$ cat src/rtl/dbc_pkg.sv
// Shared definitions for the decimal blink code generator.
// Holds operation codes, sizes and the controller/datapath interface structs.
// No dependencies.
package dbc_pkg;

	localparam int VALUE_W     = 20;
	localparam int PERIOD_W    = 16;
	localparam int DIGITS      = 6;
	localparam int BCD_W       = 4 * DIGITS;
	localparam int CONV_STEPS  = VALUE_W;
	localparam int CNT_W       = $clog2(CONV_STEPS);
	localparam int IDX_W       = $clog2(DIGITS);
	localparam int SLOT_W      = 5;
	localparam logic [VALUE_W-1:0] VALUE_MAX = VALUE_W'(999999);

	localparam logic [1:0] OP_TICK   = 2'd0;
	localparam logic [1:0] OP_START  = 2'd1;
	localparam logic [1:0] OP_CANCEL = 2'd2;

	typedef struct packed {
		logic load;
		logic shift;
		logic begin_play;
		logic show;
		logic tick;
		logic stop;
		logic out_load;
	} dbc_cmd_t;

	typedef struct packed {
		logic value_ok;
		logic conv_last;
	} dbc_status_t;

endpackage

$ cat src/rtl/decimal_blink_code_generator.sv
// Top level of the decimal blink code generator.
// Joins the controller and the datapath; depends on dbc_pkg, dbc_ctrl, dbc_datapath.
//
// Every input word gives exactly one result word: the drive level and the busy flag after
// the word has taken effect. A tick, a cancel, an unused operation code or a start with a
// value above 999999 is answered straight from the idle state. An accepted start steps
// through a load, the bit-serial binary to decimal conversion (one value bit per cycle),
// the playback setup and the showing of the first slot. Results go through an output
// register. While a result waits unread the input is held off, and the next word can be
// taken at the earliest in the cycle in which the waiting result is read.
module decimal_blink_code_generator (
	input  logic                         clk,
	input  logic                         arst_n,
	input  logic                         in_valid,
	output logic                         in_ready,
	input  logic [1:0]                   operation,
	input  logic [dbc_pkg::VALUE_W-1:0]  value,
	input  logic [dbc_pkg::PERIOD_W-1:0] period,
	input  logic                         repeat_flag,
	output logic                         out_valid,
	input  logic                         out_ready,
	output logic                         output_level,
	output logic                         busy_res
);

	dbc_pkg::dbc_cmd_t    cmd;
	dbc_pkg::dbc_status_t status;

	dbc_ctrl u_ctrl (
		.clk       (clk),
		.arst_n    (arst_n),
		.in_valid  (in_valid),
		.in_ready  (in_ready),
		.operation (operation),
		.out_valid (out_valid),
		.out_ready (out_ready),
		.status    (status),
		.cmd       (cmd)
	);

	dbc_datapath u_datapath (
		.clk          (clk),
		.arst_n       (arst_n),
		.value        (value),
		.period       (period),
		.repeat_flag  (repeat_flag),
		.cmd          (cmd),
		.status       (status),
		.output_level (output_level),
		.busy_res     (busy_res)
	);

endmodule

$ cat src/rtl/dbc_ctrl.sv
// Controller for the decimal blink code generator.
// Sequences accept, conversion, playback setup and result hand-off.
// Depends on dbc_pkg.
module dbc_ctrl (
	input  logic                clk,
	input  logic                arst_n,
	input  logic                in_valid,
	output logic                in_ready,
	input  logic [1:0]          operation,
	output logic                out_valid,
	input  logic                out_ready,
	input  dbc_pkg::dbc_status_t status,
	output dbc_pkg::dbc_cmd_t    cmd
);

	localparam logic [1:0] ST_IDLE  = 2'd0;
	localparam logic [1:0] ST_CONV  = 2'd1;
	localparam logic [1:0] ST_BEGIN = 2'd2;
	localparam logic [1:0] ST_SHOW  = 2'd3;

	logic [1:0] state_q;
	logic [1:0] state_d;
	logic       out_valid_q;
	logic       out_ok;
	logic       accept;

	assign out_ok    = !out_valid_q || out_ready;
	assign in_ready  = (state_q == ST_IDLE) && out_ok;
	assign accept    = in_valid && in_ready;
	assign out_valid = out_valid_q;

	always_comb begin
		state_d = state_q;
		cmd     = '0;
		unique case (state_q)
			ST_IDLE: begin
				if (accept) begin
					cmd.tick = (operation == dbc_pkg::OP_TICK);
					cmd.stop = (operation == dbc_pkg::OP_START) ||
						(operation == dbc_pkg::OP_CANCEL);
					if ((operation == dbc_pkg::OP_START) && status.value_ok) begin
						cmd.load = 1'b1;
						state_d  = ST_CONV;
					end else begin
						cmd.out_load = 1'b1;
					end
				end
			end
			ST_CONV: begin
				cmd.shift = 1'b1;
				if (status.conv_last) begin
					state_d = ST_BEGIN;
				end
			end
			ST_BEGIN: begin
				cmd.begin_play = 1'b1;
				state_d        = ST_SHOW;
			end
			ST_SHOW: begin
				if (out_ok) begin
					cmd.show     = 1'b1;
					cmd.out_load = 1'b1;
					state_d      = ST_IDLE;
				end
			end
			default: begin
				state_d = ST_IDLE;
			end
		endcase
	end

	always_ff @(posedge clk or negedge arst_n) begin
		if (!arst_n) begin
			state_q     <= ST_IDLE;
			out_valid_q <= 1'b0;
		end else begin
			state_q <= state_d;
			if (cmd.out_load) begin
				out_valid_q <= 1'b1;
			end else if (out_ready) begin
				out_valid_q <= 1'b0;
			end
		end
	end

endmodule

$ cat src/rtl/dbc_datapath.sv
// Datapath for the decimal blink code generator.
// Binary to decimal conversion, slot sequencer, tick counter and result register.
// Depends on dbc_pkg.
module dbc_datapath (
	input  logic                              clk,
	input  logic                              arst_n,
	input  logic [dbc_pkg::VALUE_W-1:0]       value,
	input  logic [dbc_pkg::PERIOD_W-1:0]      period,
	input  logic                              repeat_flag,
	input  dbc_pkg::dbc_cmd_t                 cmd,
	output dbc_pkg::dbc_status_t              status,
	output logic                              output_level,
	output logic                              busy_res
);

	logic [dbc_pkg::VALUE_W-1:0]  bin_q;
	logic [dbc_pkg::BCD_W-1:0]    bcd_q;
	logic [dbc_pkg::CNT_W-1:0]    cnt_q;
	logic [dbc_pkg::PERIOD_W-1:0] period_q;
	logic [dbc_pkg::PERIOD_W-1:0] tc_q;
	logic                         loop_q;
	logic                         running_q;
	logic                         drive_q;
	logic [dbc_pkg::IDX_W-1:0]    start_idx_q;
	logic                         start_trl_q;
	logic [dbc_pkg::IDX_W-1:0]    idx_q;
	logic                         trl_q;
	logic [dbc_pkg::SLOT_W-1:0]   k_q;
	logic                         res_level_q;
	logic                         res_busy_q;

	logic [dbc_pkg::BCD_W-1:0]    bcd_adj;
	logic [3:0]                   dd;
	logic [dbc_pkg::IDX_W-1:0]    lead_idx;
	logic                         lead_any;
	logic [3:0]                   dig;
	logic [3:0]                   dcnt;
	logic                         level;
	logic                         seg_end;
	logic                         pat_end;
	logic [dbc_pkg::PERIOD_W-1:0] tc_dec;
	logic                         show_go;
	logic                         running_d;
	logic                         drive_d;
	logic [dbc_pkg::PERIOD_W-1:0] tc_d;
	logic [dbc_pkg::IDX_W-1:0]    idx_d;
	logic                         trl_d;
	logic [dbc_pkg::SLOT_W-1:0]   k_d;

	assign status.value_ok  = (value <= dbc_pkg::VALUE_MAX);
	assign status.conv_last = (cnt_q == dbc_pkg::CNT_W'(dbc_pkg::CONV_STEPS - 1));
	assign output_level     = res_level_q;
	assign busy_res         = res_busy_q;

	always_comb begin
		bcd_adj  = bcd_q;
		lead_idx = '0;
		lead_any = 1'b0;
		for (int i = 0; i < dbc_pkg::DIGITS; i++) begin
			dd = bcd_q[4*i +: 4];
			if (dd >= 4'd5) begin
				bcd_adj[4*i +: 4] = dd + 4'd3;
			end
			if (dd != 4'd0) begin
				lead_idx = dbc_pkg::IDX_W'(i);
				lead_any = 1'b1;
			end
		end
	end

	always_comb begin
		dig = 4'd0;
		for (int i = 0; i < dbc_pkg::DIGITS; i++) begin
			if (idx_q == dbc_pkg::IDX_W'(i)) begin
				dig = bcd_q[4*i +: 4];
			end
		end
	end

	assign dcnt    = (dig == 4'd0) ? 4'd10 : dig;
	assign level   = trl_q ? (k_q < 5'd2) : ((k_q < {dcnt, 1'b0}) && !k_q[0]);
	assign seg_end = trl_q ? (k_q == 5'd3) : (k_q == {dcnt, 1'b1});
	assign pat_end = trl_q && (k_q == 5'd3);
	assign tc_dec  = (tc_q != '0) ? tc_q - 1'b1 : tc_q;
	assign show_go = cmd.show || (cmd.tick && running_q && (tc_dec == '0));

	always_comb begin
		running_d = running_q;
		drive_d   = drive_q;
		tc_d      = tc_q;
		idx_d     = idx_q;
		trl_d     = trl_q;
		k_d       = k_q;
		if (cmd.stop) begin
			running_d = 1'b0;
			drive_d   = 1'b0;
		end
		if (cmd.tick && running_q) begin
			tc_d = tc_dec;
		end
		if (cmd.begin_play) begin
			running_d = 1'b1;
			idx_d     = lead_idx;
			trl_d     = !lead_any;
			k_d       = '0;
		end
		if (show_go) begin
			drive_d = level;
			if (pat_end && !loop_q) begin
				running_d = 1'b0;
				drive_d   = 1'b0;
			end else begin
				tc_d = period_q;
				if (pat_end) begin
					idx_d = start_idx_q;
					trl_d = start_trl_q;
					k_d   = '0;
				end else if (seg_end) begin
					k_d = '0;
					if (idx_q == '0) begin
						trl_d = 1'b1;
					end else begin
						idx_d = idx_q - 1'b1;
					end
				end else begin
					k_d = k_q + 1'b1;
				end
			end
		end
	end

	always_ff @(posedge clk or negedge arst_n) begin
		if (!arst_n) begin
			running_q <= 1'b0;
			drive_q   <= 1'b0;
			tc_q      <= '0;
			loop_q    <= 1'b0;
		end else begin
			running_q <= running_d;
			drive_q   <= drive_d;
			tc_q      <= tc_d;
			if (cmd.load) begin
				loop_q <= repeat_flag;
			end
		end
	end

	always_ff @(posedge clk) begin
		idx_q <= idx_d;
		trl_q <= trl_d;
		k_q   <= k_d;
		if (cmd.load) begin
			bin_q    <= value;
			bcd_q    <= '0;
			cnt_q    <= '0;
			period_q <= (period == '0) ? dbc_pkg::PERIOD_W'(1) : period;
		end else if (cmd.shift) begin
			{bcd_q, bin_q} <= {bcd_adj[dbc_pkg::BCD_W-2:0], bin_q, 1'b0};
			cnt_q          <= cnt_q + 1'b1;
		end
		if (cmd.begin_play) begin
			start_idx_q <= lead_idx;
			start_trl_q <= !lead_any;
		end
		if (cmd.out_load) begin
			res_level_q <= drive_d;
			res_busy_q  <= running_d;
		end
	end

endmodule
$ cat config.mk
export PLATFORM = sky130hd
export DESIGN_NAME = decimal_blink_code_generator
export DESIGN_NICKNAME = d
export VERILOG_FILES = /design/src/rtl/dbc_pkg.sv /design/src/rtl/decimal_blink_code_generator.sv /design/src/rtl/dbc_ctrl.sv /design/src/rtl/dbc_datapath.sv
export SDC_FILE = /design/constraint.sdc
export NUM_CORES = 1
export LEC_CHECK = 0
export BUFFER_PORTS_ARGS = -buffer_cell sky130_fd_sc_hd__buf_2
export CAP_MARGIN = 0
export CORE_MARGIN = 4
export CORE_UTILIZATION = 55
export DETAILED_ROUTE_END_ITERATION = 10
export PLACE_DENSITY = 0.77
export SLEW_MARGIN = 5
export SYNTH_ARGS = -nofsm -noshare
export SYNTH_HDL_FRONTEND = slang
export SYNTH_HIERARCHICAL = 1
export SYNTH_SLANG_ARGS = --single-unit
$ cat constraint.sdc
create_clock -name clk -period 2.9 [get_ports clk]
set_clock_uncertainty 0.15 [all_clocks]
set_input_delay 0.29 -clock clk [delete_from_list [all_inputs] [get_ports clk]]
set_output_delay 0.29 -clock clk [all_outputs]
set_load 0.05 [all_outputs]
==> metrics.txt, run 1 <==
status=finished with violations; failing checks=negative setup slack; CTS sink count=a little over 100; Placement Rows=37; first-pass iteration count of the detailed router=5; FF+latch count, synth=102; Post-Syn Area=5870 um2; Reg area=2580 um2; Initial Util=roughly 57%; worst r2r path cells=10; First DRT Iteration DRCs=between 300 and 400; root buffer cell=clkbuf_8; synth top area cells=edfxtp_1, dfxtp_1, dfrtp_1; worst setup path end=u_datapath/tc_q[2]$_DFF_PN0_; IO Port Bufs=46; buffer depth of the longest clock path=2; Main synth FF type=edfxtp_1; RSZ-0062 raised after global routing=true; largest net degree at the start of global routing=40; Final Critical Period=3050 ps; clock transition at the registers of the reported paths=~100 ps; CP endpoint kind=flop; commonest non-fill, non-tap cell in the layout=buf_4; Detail Placement HPWL=9540 um; Hold Path Class=in -> reg; Tot GR Track Use=21.9%; clock latency on the worst-skew pair=around 400 ps; Syn. warnings=6; CP Launch Type=flop; Syn Nets=676; part of the Yosys area used for sequential elements=43.8%; full die area=12,400 um2; fmax=~330 MHz; P&R area growth vs syn=24.4%; syn avg cell area=between 9 and 10 um2; most frequent cells in the layout=buf_4, buf_2, nand2_1; layout cells sized above 1=between 30% and 40%; Reg-to-Reg End=u_datapath/tc_q[2]$_DFF_PN0_; Multi-input gate area=3260 um2; GR Overflow Total=0; Die Ht=111 um; Die X=111 um; Peak VDD IR=slightly above 0.6 mV; Slew HR=61.7%; WL final=14,300 um; CTS tree=done; fin crit share=105%; critical path peak fanout=16; total CTS buffers=9; Slew Viols, Final=0; worst reg-to-reg setup slack=-150 ps; DRC viols=0; fillers=736; post-DR vias/cell=5.84; Yosys top cell area share=21.5%; final setup vio count=21; # IOs=47; CP required=3020 ps; worst setup path category=reg -> reg; Setup TNS=-2070 ps; power per cell area=1070 nW/um2; FF-to-FF Start=u_datapath/tc_q[3]$_DFF_PN0_; vias in the first global route=about 4,800; Final Net Count=780; Tot Pwr=about 7.8 mW; core area=10,400 um2; post-synth top area cell=edfxtp_1; Pleak=2.93 nW; Arr. time, crit path=3170 ps; final hold violations=0; ANT nets after route=0; Synth async-reset ratio=21.6%; number of synthesized flops with an enable pin=42; worst setup margin=-151 ps; DR WL/cell=16.9 um; Worst-Margin Slew=566 ps; Yosys cell types=67; first-pass GRT wire length=22,600 um; initial antenna violation count=1; GP Congestion=0.924; cell count after synthesis=599; Clock H-tree levels=3; Vias=4,931; Critical Path Start=u_datapath/tc_q[3]$_DFF_PN0_; Max Cap Viol=0
[final cells by class]
class	instances	share of cell area, %
Clock inverter	7	1.18
Multi-Input combinational cell	427	44.6
Inverter	30	1.61
Clock buffer	9	1.70
Timing Repair Buffer	133	13.2
Tap cell	136	2.33
Antenna cell	1	0.0343
Sequential cell	102	35.3
[metal layers]
metal | global-route usage (%) | part of all wire [%]
met3 | 3.04 | 4.9
met2 | 37.0 | 50
met4 | 9.33 | 3.5
met1 | 28.3 | 42
met5 | 0 | 0
[sequential cells by signal (all words and copies together), names as in the netlist]
| register | cells |
|---|---|
| u_datapath/cnt_q | 5 |
| u_datapath/start_idx_q | 3 |
| u_datapath/start_trl_q | 1 |
| u_datapath/bin_q | 20 |
| u_datapath/drive_q | 1 |
| u_datapath/busy_res | 1 |
| u_ctrl/out_valid | 1 |
| u_datapath/output_level | 1 |
| u_datapath/k_q | 5 |
| u_datapath/bcd_q | 24 |
| u_datapath/trl_q | 1 |
| u_datapath/loop_q | 1 |
| u_datapath/idx_q | 3 |
| u_datapath/running_q | 1 |
| u_datapath/tc_q | 16 |
| u_ctrl/state_q | 2 |
| u_datapath/period_q | 16 |
[where the power goes]
| group | leakage (nW) | switching, mW | internal, mW |
|---|---|---|---|
| clock | 0.104 | 0.538 | 0.419 |
| sequential | 0.956 | 0.497 | 2.14 |
| combinational | 1.87 | 2.20 | 2.03 |
| total | 2.93 | 3.24 | 4.59 |
[synth_stat cells (10+ instances only)]
| cell type | number |
|---|---|
| inv_1 | 30 |
| xnor2_1 | 22 |
| nor2_1 | 47 |
| dfxtp_1 | 38 |
| clkbuf_1 | 26 |
| nand2_1 | 47 |
| o21ai_0 | 32 |
| a21oi_1 | 42 |
| nor3_1 | 24 |
| nand3_1 | 14 |
| nor4_1 | 12 |
| dfrtp_1 | 22 |
| mux2i_1 | 13 |
| xor2_1 | 13 |
| ha_1 | 34 |
| edfxtp_1 | 42 |
| mux2_2 | 20 |
| and2_1 | 10 |
[worst max-delay path: stages (launching register included)]
cell	delay [ps]
dfrtp_1	400
buf_4	160
nor4_2	400
nand4_1	190
nor3_1	210
mux2i_1	280
and3_1	230
a31oi_2	160
or2_4	300
buf_12	170
mux2_4	300
[cells by family after synthesis]
group	synth area share, %
XOR/XNOR	5.22
flip-flops	43.8
AND/OR/NAND/NOR	18.5
multiplexers	8.93
adder cells (fa/ha/maj)	7.24
buffers and inverters	4.96
AO/OA/AOI/OAI	11.3
[how the worst min path moves through the flow]
stage / start / end / slack (ps) / cells past startpoint
after detailed placement: arst_n / u_datapath/tc_q[0]$_DFF_PN0_ / 160 / 1
final: value[4] / u_datapath/bin_q[4]$_DFFE_PP_ / 60 / 2
after global placement: arst_n / u_datapath/tc_q[0]$_DFF_PN0_ / 160 / 1
after floorplan: arst_n / u_ctrl/out_valid$_DFFE_PN0P_ / -160 / 0
after CTS: value[0] / u_datapath/bin_q[0]$_SDFFCE_PN0P_ / 50 / 2
after global routing: value[3] / u_datapath/bin_q[3]$_DFFE_PP_ / 50 / 2
[repair_timing]
item	4_1_cts	5_1_grt
hold buffers	17	0
setup endpoints to repair	19	29
cloned	0	1
hold endpoints to repair	38	0
pin swaps	15	18
buffers inserted	1	9
resized for setup	18	45
[stage by stage]
| step | area [um2] | setup slack [ps] | utilization (%) | hold WS [ps] | instances |
|---|---|---|---|---|---|
| finish | 7300 | -151 | 70.4 | 61.5 | 845 |
| global route | 7300 | -287 | 70.4 | 54.9 | 845 |
| CTS | 7040 | -8.35 | 67.9 | 45.3 | 834 |
| detailed placement | 6600 | -175 | 63.6 | 162 | 800 |
| global placement | 6600 | -56.3 | 63.6 | 156 | 800 |
| floorplan | 5920 | -19.9 | - | -156 | 599 |
No activity file was read; power rests on OpenSTA's default activity.
==> run 2, diff against run 1 <==
Settings changed: CORE_UTILIZATION 55 to 53, PLACE_DENSITY 0.77 to 0.75.
==> run 2 against run 1 <==
  * The run still ends with negative setup slack left
  * Core utilization shrank 2.5 points
  * Flip-flop and latch count is the same
  * Hold slack lost 11 ps
  * First-iteration DRC count grew 13%
  * Clock power shrank 4.2%
==> metrics.txt, run 2 (synthesis results as in run 1) <==
clock transition at the registers of the reported paths=90 ps; initial antenna violation count=0; Tot GR Track Use=22.0%; First DRT Iteration DRCs=between 300 and 400; worst setup path category=reg -> reg; Largest Register=u_datapath/bcd_q; Critical Path Start=u_datapath/idx_q[1]$_DFF_P_; Die Ht=between 100 and 150 um; status=finished with violations; dpl cells=806; Arr. time, crit path=3100 ps; Placement Rows=38; WL final=around 14,000 um; crit-path cells=inv_4, ha_4, buf_4, nand2_1, a21oi_1, a21oi_1, o21ai_1, o21ai_1, nand4_1, and2_4, ha_1, nand4b_1, nor2_2, o21ai_2, a21o_1, a221o_1; fmax=~330 MHz; Clock H-tree levels=3; failing checks=negative setup slack; GR Overflow Total=0; P&R area growth vs syn=25.4%; Final Net Count=787; final setup vio count=17; vias in the first global route=4,814; Die X=113 um; Reg-to-Reg End=u_datapath/idx_q[2]$_DFF_P_; Largest register FFs=24; Final Critical Period=2990 ps; fin crit share=103%; WHS=50.8 ps; Crit path buffers/inverters=2; first-pass GRT wire length=23,000 um; Slew HR=approximately 62%; power per cell area=1080 nW/um2; buffer depth of the longest clock path=2; clock latency on the worst-skew pair=380 ps; full die area=12,800 um2; DRC viols=0; core area=10,800 um2; Detail Placement HPWL=9570 um; CTS sink count=approximately 100; final hold violations=0; delay-heaviest family, CP=compound AO/OA/AOI/OAI gates; CP Launch Type=flop; Worst path max stage delay=360 ps; post-DR vias/cell=5.68; Stages on worst setup path=16; worst setup path end=u_datapath/idx_q[2]$_DFF_P_; Setup TNS=-470 ps; GP Congestion=0.901; Peak VDD IR=roughly 0.61 mV; RSZ-0062 raised after global routing=true; most frequent cells in the layout=buf_4, buf_2, nand2_1; critical path peak fanout=8; worst setup margin=-88.0 ps; first-pass iteration count of the detailed router=5; total CTS buffers=9; Largest regs=u_datapath/bcd_q: 24 flops, u_datapath/bin_q: 20 flops; worst r2r path cells=16; Vias=just under 5,000; fin cells=855; Initial Util=a little over half; # diodes=0; # IOs=47; Worst-Margin Slew=574 ps; Pleak=roughly 3 nW; commonest non-fill, non-tap cell in the layout=buf_4; root buffer cell=clkbuf_8; Worst path slowest cell=dfxtp_2; CTS tree=done; CP required=3020 ps; IO Port Bufs=46; Tot Pwr=between 7 and 8 mW; worst reg-to-reg setup slack=-90 ps; ANT nets after route=0; Hold Path Class=in -> reg; Max Cap Viol=0; DR WL/cell=16.6 um; CP endpoint kind=flop; Slew Viols, Final=0; FF-to-FF Start=u_datapath/idx_q[1]$_DFF_P_; layout cells sized above 1=a little under a third; largest net degree at the start of global routing=32
## run 2: cell count changes in the layout (fill, tap and decap cells not counted), moves of 3 or more
cell	before	now
a21oi_2	4	7
a21oi_1	38	34
o21ai_1	5	8
buf_4	64	71
o21ai_2	4	1
nor3_2	3	7
buf_6	4	1
## run 2: how the worst min path moves through the flow
| stage | slack, ps | cells after the start | start | end |
|---|---|---|---|---|
| global route | 40 | 2 | value[0] | u_datapath/bin_q[0]$_SDFFCE_PN0P_ |
| finish | 50 | 2 | value[0] | u_datapath/bin_q[0]$_SDFFCE_PN0P_ |
| CTS | 30 | 2 | value[0] | u_datapath/bin_q[0]$_SDFFCE_PN0P_ |
| detailed placement | 160 | 1 | arst_n | u_datapath/tc_q[1]$_DFF_PN0_ |
| global placement | 150 | 1 | arst_n | u_datapath/tc_q[0]$_DFF_PN0_ |
| floorplan | -160 | 0 | arst_n | u_ctrl/out_valid$_DFFE_PN0P_ |
## run 2: power breakdown
part | internal [mW] | leakage (nW) | total, mW | switching (mW)
Combinational | 2.16 | 1.90 | 4.37 | 2.21
Clock | 0.406 | 0.101 | 0.916 | 0.509
Sequential | 2.14 | 0.956 | 2.64 | 0.502
Total | 4.71 | 2.96 | 7.93 | 3.22
## run 2: final cells by class
cell class	count	area, um2
Multi-Input combinational cell	427	3250
Fill cell	772	3480
Inverter	30	118
Sequential cell	102	2580
Clock inverter	6	66.3
Tap cell	140	175
Clock buffer	10	128
Timing Repair Buffer	140	1050
## run 2: layer usage
metal	vias to the layer above	GRT usage [%]	wire length (um)
li1	2352	-	-
met1	2337	28.5	6100
met2	144	37.4	7110
met3	27	3.74	666
met4	0	7.61	310
met5	-	0	0
## run 2: what timing repair did
| action | CTS | global route |
|---|---|---|
| pin swaps | 11 | 10 |
| hold buffers | 17 | 0 |
| gates resized for setup | 23 | 37 |
| gates cloned | 1 | 0 |
| endpoints found under the hold margin | 38 | 0 |
| endpoints found under the setup margin | 23 | 28 |
| buffers inserted | 11 | 4 |
## run 2: metrics by stage
stage / utilization [%] / instance area (um2) / setup WS [ps]
after floorplan: - / 5920 / -19.9
after global placement: 60.9 / 6600 / -55.1
after detailed placement: 60.9 / 6600 / -156
after CTS: 66.2 / 7180 / -23.8
after global routing: 67.9 / 7360 / -301
final: 67.9 / 7360 / -88.0
## run 2: worst register-to-register path, stage by stage, from the launching register on
cell and delay, ps:
dfxtp_2 360, inv_4 50, ha_4 180, buf_4 140, nand2_1 60, a21oi_1 60
a21oi_1 140, o21ai_1 80, o21ai_1 170, nand4_1 150, and2_4 180, ha_1 290
nand4b_1 140, nor2_2 140, o21ai_2 80, a21o_1 200, a221o_1 310
==> run 3, diff against run 2 <==
Settings changed: HOLD_SLACK_MARGIN set to 0.08, SETUP_SLACK_MARGIN set to 0.2.
==> run 3 against run 2 <==
  * Cell count grew 0.58%
  * Maximum frequency shrank 0.69%
  * Sequential share of layout area shrank 0.10 points
  * Flip-flop and latch count is the same
  * Core utilization is 0.27 points higher
  * Hold slack improved by 41 ps
  * Clock power is 7.5% lower
  * The flow still finishes with violations (negative setup slack)
  * Worst setup slack worse by 21 ps
==> metrics.txt, run 3 (synthesis results as in run 1) <==
Largest Register=u_datapath/bcd_q; cell area after layout=around 7400 um2; fin cells=860; Reg area=2580 um2; Die X=113 um; root buffer cell=clkbuf_8; first-pass iteration count of the detailed router=6; vias in the first global route=between 5,000 and 6,000; Vias=4,916; # diodes=0; most frequent cells in the layout=buf_4, nand2_1, buf_2, nor2_1, edfxtp_1; DP Area=6520 um2; Max Cap Viol=0; Peak VDD IR=roughly 0.6 mV; total CTS buffers=9; final core occ=68.2%; Tot GR Track Use=a little under a quarter; IO Port Bufs=46; Tot Pwr=7.63 mW; first-pass GRT wire length=~24,000 um; Detail Placement HPWL=9690 um; Critical Path Start=u_datapath/tc_q[3]$_DFF_PN0_; Place WS=-139 ps; initial antenna violation count=0; clock transition at the registers of the reported paths=between 100 and 150 ps; GP Congestion=0.897; WL final=between 10,000 and 15,000 um; final hold violations=0; power per cell area=1030 nW/um2; ANT nets after route=0; clock latency on the worst-skew pair=roughly 380 ps; critical path peak fanout=7; full die area=12,800 um2; worst setup margin=-109 ps; Hold Path Class=in -> reg; core area=10,800 um2; Arr. time, crit path=3130 ps; layout cells sized above 1=29.2%; Die Ht=~110 um; WHS=91.8 ps; Largest register FFs=24; post-DR vias/cell=5.72; CP required=slightly above 3000 ps; CTS tree=done; CP Launch Type=flop; Pleak=2.96 nW; Slew Viols, Final=0; Final Net Count=792; # IOs=47; fin crit share=104%; fmax=332 MHz; status=finished with violations; Slew HR=approximately 59%; commonest non-fill, non-tap cell in the layout=buf_4; largest net degree at the start of global routing=26; fillers=~760; Final Critical Period=around 3000 ps; dpl cells=792; CP endpoint kind=flop; Largest regs=u_datapath/bcd_q: 24 flops, u_datapath/bin_q: 20 flops; Placement Rows=38; failing checks=negative setup slack; final setup vio count=22; buffer depth of the longest clock path=2; P&R area growth vs syn=25.8%; worst setup path category=reg -> reg; FF-to-FF Start=u_datapath/tc_q[3]$_DFF_PN0_; DRC viols=0; GR Overflow Total=0; First DRT Iteration DRCs=303; RSZ-0062 raised after global routing=true; Initial Util=54.2%; critical hold path startpoint=value[11]; DR WL/cell=about 17 um; Worst-Margin Slew=approximately 620 ps; Multi-input gate area=3240 um2; CTS sink count=102; Setup TNS=-1660 ps; Clock H-tree levels=3
## run 3: worst paths after layout
check,end,cells past startpoint,slack [ps]
max,u_datapath/tc_q[4]$_DFF_PN0_,9,-110
min reg2reg,u_datapath/tc_q[9]$_DFF_PN0_,1,330
max reg2reg,u_datapath/tc_q[4]$_DFF_PN0_,9,-110
min in group asynchronous,u_datapath/tc_q[9]$_DFF_PN0_,2,280
max in group asynchronous,u_datapath/tc_q[2]$_DFF_PN0_,2,1910
min,u_datapath/bin_q[11]$_DFFE_PP_,2,90
## run 3: cell type report
type | instances | share of cell area, %
clock buffer | 10 | 1.73
clock inverter | 6 | 0.609
tap | 140 | 2.37
timing repair buffer | 144 | 14.9
inverter | 30 | 1.59
multi-input combinational | 428 | 43.9
sequential | 102 | 34.9
## run 3: what timing repair did
item | in CTS | in global routing
resized for setup | 28 | 20
endpoints found under the setup margin | 29 | 63
pin swaps | 10 | 3
cloned | 0 | 2
hold buffers | 36 | 0
endpoints found under the hold margin | 57 | 0
setup buffers | 9 | 5
## run 3: power by group
group	total (mW)	internal, mW	switching (mW)
combinational	4.11	1.96	2.15
sequential	2.66	2.14	0.524
clock	0.847	0.321	0.526
## run 3: routing by layer
metal,vias up,wire (um),share of wire [%],track usage (%)
met1,2378,6200,41,28.7
met4,0,418,2.8,9.70
li1,2354,-,-,-
met3,39,602,4.0,4.65
met2,145,7730,52,41.0
met5,-,0,0,0
## run 3: worst max-delay path, stage by stage, from the launching register on
cell,delay [ps]
dfrtp_2,460
or4_4,570
nor4_4,200
nand3_2,150
xnor2_2,180
nor4b_4,280
a31oi_2,150
or2_4,300
buf_12,160
mux2_4,290
